$ cat src/sv/mbss_pkg.sv
// ----------------------------------------------------------------------------
// mbss_pkg
// Shared types, constants and the boot image of the multiplexed bus SRAM slave.
// ----------------------------------------------------------------------------
package mbss_pkg;

  localparam int RAM_BYTES_DEF = 1024;
  localparam int IMAGE_LEN     = 32;

  typedef enum logic [2:0] {
    ST_CLEAR,
    ST_IDLE,
    ST_SUM,
    ST_WRAP,
    ST_MEM,
    ST_OUT
  } state_t;

  typedef enum logic [1:0] {
    KIND_NONE,
    KIND_WRITE,
    KIND_READ
  } acc_kind_t;

  typedef struct packed {
    logic       en;
    logic       we;
    logic [7:0] wdata;
  } mem_req_t;

  typedef struct packed {
    logic load_sum;
    logic load_idx;
  } idx_ctl_t;

  function automatic logic [7:0] boot_byte(input logic [4:0] i);
    logic [7:0] b;
    case (i)
      5'd0:    b = 8'hb7;
      5'd1:    b = 8'h01;
      5'd2:    b = 8'h00;
      5'd3:    b = 8'he0;
      5'd4:    b = 8'hb7;
      5'd5:    b = 8'h02;
      5'd6:    b = 8'h00;
      5'd7:    b = 8'h20;
      5'd8:    b = 8'h13;
      5'd9:    b = 8'h02;
      5'd10:   b = 8'h00;
      5'd11:   b = 8'h02;
      5'd12:   b = 8'h23;
      5'd13:   b = 8'h80;
      5'd14:   b = 8'h41;
      5'd15:   b = 8'h00;
      5'd16:   b = 8'h23;
      5'd17:   b = 8'h90;
      5'd18:   b = 8'h42;
      5'd19:   b = 8'h04;
      5'd20:   b = 8'h93;
      5'd21:   b = 8'h82;
      5'd22:   b = 8'h22;
      5'd23:   b = 8'h00;
      5'd24:   b = 8'h13;
      5'd25:   b = 8'h02;
      5'd26:   b = 8'h12;
      5'd27:   b = 8'h00;
      5'd28:   b = 8'h6f;
      5'd29:   b = 8'hf0;
      5'd30:   b = 8'h1f;
      5'd31:   b = 8'hff;
      default: b = 8'h00;
    endcase
    return b;
  endfunction

endpackage

$ cat src/sv/mbss_index.sv
// ----------------------------------------------------------------------------
// mbss_index
// Reduces the byte address {high, low, lanes} modulo the memory size in two
// registered steps using per-byte residue tables.
// ----------------------------------------------------------------------------
module mbss_index #(
  parameter int RAM_BYTES = mbss_pkg::RAM_BYTES_DEF,
  localparam int AW = $clog2(RAM_BYTES)
) (
  input  logic               clk,
  input  mbss_pkg::idx_ctl_t ctl,
  input  logic [7:0]         addr_hi,
  input  logic [7:0]         addr_lo,
  input  logic [1:0]         addr_ln,
  output logic [AW-1:0]      idx
);
  import mbss_pkg::*;

  logic [AW-1:0] hi_tab [256];
  logic [AW-1:0] lo_tab [256];

  for (genvar g = 0; g < 256; g++) begin : g_tab
    localparam int HiMod = (g * 1024) % RAM_BYTES;
    localparam int LoMod = (g * 4) % RAM_BYTES;
    assign hi_tab[g] = AW'(HiMod);
    assign lo_tab[g] = AW'(LoMod);
  end

  localparam logic [AW:0] MOD = (AW + 1)'(RAM_BYTES);

  logic [AW:0]   sum1, sum2, red1, red2;
  logic [AW-1:0] s1_r, idx_r;
  logic [1:0]    ln_r;

  assign sum1 = {1'b0, hi_tab[addr_hi]} + {1'b0, lo_tab[addr_lo]};
  assign red1 = (sum1 >= MOD) ? sum1 - MOD : sum1;
  assign sum2 = {1'b0, s1_r} + (AW + 1)'(ln_r);
  assign red2 = (sum2 >= MOD) ? sum2 - MOD : sum2;

  always_ff @(posedge clk) begin
    if (ctl.load_sum) begin
      s1_r <= red1[AW-1:0];
      ln_r <= addr_ln;
    end
    if (ctl.load_idx) begin
      idx_r <= red2[AW-1:0];
    end
  end

  assign idx = idx_r;

endmodule

$ cat config.mk
export PLATFORM = sky130hd
export DESIGN_NAME = mbss_index
export DESIGN_NICKNAME = d
export VERILOG_FILES = /design/src/sv/mbss_pkg.sv /design/src/sv/mbss_index.sv
export SDC_FILE = /design/constraint.sdc
export NUM_CORES = 1
export LEC_CHECK = 0
export ABC_AREA = 1
export BUFFER_PORTS_ARGS = -buffer_cell sky130_fd_sc_hd__buf_4
export CAP_MARGIN = 15
export CORE_MARGIN = 1
export CORE_UTILIZATION = 32
export CTS_BUF_LIST = sky130_fd_sc_hd__clkbuf_4 sky130_fd_sc_hd__clkbuf_8
export CTS_CLUSTER_DIAMETER = 120
export CTS_CLUSTER_SIZE = 14
export DETAILED_ROUTE_END_ITERATION = 8
export SKIP_CTS_REPAIR_TIMING = 1
export SYNTH_ARGS = -nofsm -noshare
export SYNTH_HDL_FRONTEND = slang
export SYNTH_SLANG_ARGS = --single-unit
$ cat constraint.sdc
create_clock -name clk -period 1.2 [get_ports clk]
set_clock_uncertainty 0.15 [all_clocks]
set_input_delay 0.06 -clock clk [delete_from_list [all_inputs] [get_ports clk]]
set_output_delay 0.06 -clock clk [all_outputs]
set_load 0.005 [all_outputs]
# [After elaboration in Yosys (flattened, before gate mapping)]
# Memories as Yosys holds them, arrays and structs flattened.
# Index checks and enable logic that the tools add are counted.
[word_totals] register_bits=22 romBits=5120 input_bits=21 output_inout_bits=10 wordCells=21 mem_count=2
[op_classes] addsub=4 order_cmp=4 mux=6 bitwise=2
[memory_table] memory="(name not given)" words=256 width=10 read_ports=1 rd_clocked_by_memory_dff=0 wr=0 line="mbss_index.sv:35" rtl="assign sum1 = {1'b0, hi_tab[addr_hi]} + {1'b0, lo_tab[addr_lo]};"
[memory_table] memory="(name not given)" words=256 width=10 read_ports=1 rd_clocked_by_memory_dff=0 wr=0 line="mbss_index.sv:35"
[ops] operator="$mux 10" n=6
[ops] operator="$ge 11x11->1 const B" n=2
[ops] operator="$sub 10x1->10 const B" n=2
[ops] operator="$ge 9x9->1 const B" n=2
[ops] operator="$not 8->9" n=2
[ops] operator="$add 10x10->11" n=1
[ops] operator="$add 10x2->11" n=1

# [Logic depth before layout (Yosys ltp)]
[depth] word_depth=7 ltp_mapped=0 mapped_depth_nobuf=0

# [Least setup slack after synthesis]
# No wires, ideal clock.
[synth_timing] path_type="register to register" from="register ln_r[0]" to="register idx_r[0] (netlist: idx[0]) (data pin)" setup_time_ns=0.266 t_arrival_ns=0.323 required_time_ns=0.784 setup_slack_ns=0.461 path_stages_with_launch=1 n_path_buf=0 period_less_slack_ns=0.739 cell_sequence="edfxtp_1"
[synth_between] elab_chain_cells=3 elab_cells_between_ends=4 cone_classes="2 x add/sub; 1 x order compare; 1 x mux"
[synth_lines] item="from (decl)" line="mbss_index.sv:33" rtl="logic [1:0] ln_r;"
[synth_lines] item="from (signal assigned)" line="mbss_index.sv:43" rtl="ln_r <= addr_ln;"
[synth_lines] item="$add 10x2->11 *" line="mbss_index.sv:37" rtl="assign sum2 = {1'b0, s1_r} + (AW + 1)'(ln_r);"
[synth_lines] item="$sub 10x1->10 / $ge 11x11->1 (equally long branches)" line="mbss_index.sv:38" rtl="assign red2 = (sum2 >= MOD) ? sum2 - MOD : sum2;"
[synth_lines] item="$mux 10 *" line="mbss_index.sv:38"
[synth_lines] item="to (signal assigned)" line="mbss_index.sv:46" rtl="idx_r <= red2[AW-1:0];"
[synth_lines] item="to (decl)" line="mbss_index.sv:32" rtl="logic [AW-1:0] s1_r, idx_r;"
# Every way passes the cells marked *; elsewhere a longest branch is shown, timed or not.
# A chain may end at the register's enable or synchronous reset.

# [Worst setup path in the final report]
[layout_timing] from="register idx_r[8] (netlist: idx[8])" to="output port idx[8]"
[layout_rtl] item="to (decl)" line="mbss_index.sv:15" rtl="output logic [AW-1:0] idx"
# No word-level cell between the ends.

==> run summary <==
period utilization - 0.8568
synthesized area per cell - 30.03 um2
dominant cell type by area after synthesis - edfxtp_1
Synth area leaders - edfxtp_1 (100%)
port buffer count - 22
fin nets - 80
setup slack after placement - 0.4171 ns
Seq cells post-synth - 20
CTS Root Cell - clkbuf_4
# diodes - 0
Max Cap Viol - 0
Ports - 31
CP startpoint kind - flop
Clock Sinks - 20
Num CTS Buffers - 3
synthesis-to-finish area growth - 56.46%
area of the mapped netlist - 600.6 um2
top cells by count, synth - edfxtp_1 (20)
most common cell in the synthesized netlist - edfxtp_1
peak supply drop - 600.0 uV
share of layout cells above drive strength 1 - 0.4386
Detail Route Antenna Nets - 0
Iter 0 DRT Violations - 0
Clk Latency, worst-skew pair - 0.28 ns
Power Dens Cells - 1315 nW/um2
GRT overflow - 0
comb_multi_in - 0
status - finished, final reports clean
share of the synthesized area in the top cell type - 1.000
CTS H-Tree Depth - 1
clk buf depth - 2
slowest cell on the critical path - edfxtp_1
Cells after Synth - 20
asr flop ratio synth - 0
first-pass GRT wire length - 1.131 mm
sequential share of the synthesized area - 1.000
fin crit period - 1.028 ns
CP top delay family - flip-flops
Syn Nets - 41
Die ar. - 2054 um2
Slew Limit Headroom - 0.9149
Total Wirelength - 911 um
critical path type - flop to output port
final hold vios - 0
final setup fails - 0
Worst Slack Setup Final - 0.1719 ns
largest net degree at the start of global routing - 11
Buf/Inv on CP - 1
First-pass DRT Iterations - 1
total negative setup slack - 0 ns
Netlist cell types - 1
Fmax achieved - 972.7 MHz
worst hold path class - flop to flop
all-layer global routing usage - 0.08141
Slew @ Worst Pin - 0.1276 ns
DRC - 0
area of the multi-input gates - 0 um2
Worst EP arrival - 0.82 ns
leakage dissipation - 0.3654 nW
yosys warns - 0
RSZ-0062 raised after global routing - false
Max FO, Critical Path - 1
Avg WL per Cell - 11.11 um
vias in the first global route - 263
CP cell instances - buf_4
slowest stage delay, CP - 0.39 ns
antenna violations before repair - 0
EDFF count, synth - 20
CTS tree - yes
Reg clk slew, reported paths - 0.10 ns
Core ar. - 1745 um2
die height - 45.32 um
WP data required - 0.99 ns
die width - 45.32 um
Critical Path Sink Type - output port
max-slew violations - 0
Routability Congestion - 0.5509
cell row count - 15
fill cell count - 146
vias per cell - 3.976
via total after detailed routing - 326
initial cell density of the core - 0.3441
Synth Flop Type - edfxtp_1
path summary, 6_finish.rpt:
kind                                         from          endpoint  slack, ns  cells after the start
worst min register to register  s1_r[3]$_DFFE_PP_  idx[3]$_DFFE_PP_       0.28                      0
worst min-delay path            s1_r[3]$_DFFE_PP_  idx[3]$_DFFE_PP_       0.28                      0
worst max register to register  ln_r[1]$_DFFE_PP_  idx[1]$_DFFE_PP_       0.41                      0
worst max-delay path             idx[8]$_DFFE_PP_            idx[8]       0.17                      1
power breakdown:
part | switching, mW | internal (mW)
Clock | 0.172 | 0.116
Sequential | 0.0136 | 0.827
Combinational | 0.0320 | 0.0747
Total | 0.218 | 1.02
final cells by class:
class / instances / area (um2) / share of cell area
Tap cell: 25 / 31.28 / 0.03329
Sequential cell: 20 / 600.6 / 0.6391
Clock buffer: 3 / 22.52 / 0.02397
Timing Repair Buffer: 34 / 285.3 / 0.3036
layout by cell type (no fill, tap or decap), drive strengths merged:
cell type    Yosys  layout
clkbuf           0       3
buf              0      22
dlygate4sd3      0      12
edfxtp          20      20
metal layers:
layer	GRT usage	vias to the layer above	routed length [um]
met5	0	-	0
met1	0.09946	150	362
met2	0.1217	18	474
met4	0.05455	0	4
li1	-	156	-
met3	0.02800	2	71
logic make-up (layout without fill, tap and decap cells):
family / Yosys count / in the layout / share of synthesized area
DFF: 20 / 20 / 1.000
buffers and inverters: 0 / 37 / 0
through the flow:
| step | total power, mW | cell area (um2) | hold WS [ns] | utilization | cells |
|---|---|---|---|---|---|
| CTS | 1.212 | 819.5 | -0.2087 | 0.4695 | 70 |
| global route | 1.281 | 939.7 | 0.2864 | 0.5384 | 82 |
| global placement | 0.9272 | 797.0 | 0.08848 | 0.4566 | 67 |
| floorplan | 0.8566 | 600.6 | 0.008869 | - | 20 |
| finish | 1.236 | 939.7 | 0.2771 | 0.5384 | 82 |
| detailed placement | 0.9356 | 797.0 | 0.08929 | 0.4566 | 67 |
sequential cells by signal (all words and copies together) (netlist names):
register / count
idx: 10
ln_r: 2
s1_r: 8
No activity file was read; power rests on OpenSTA's default activity.
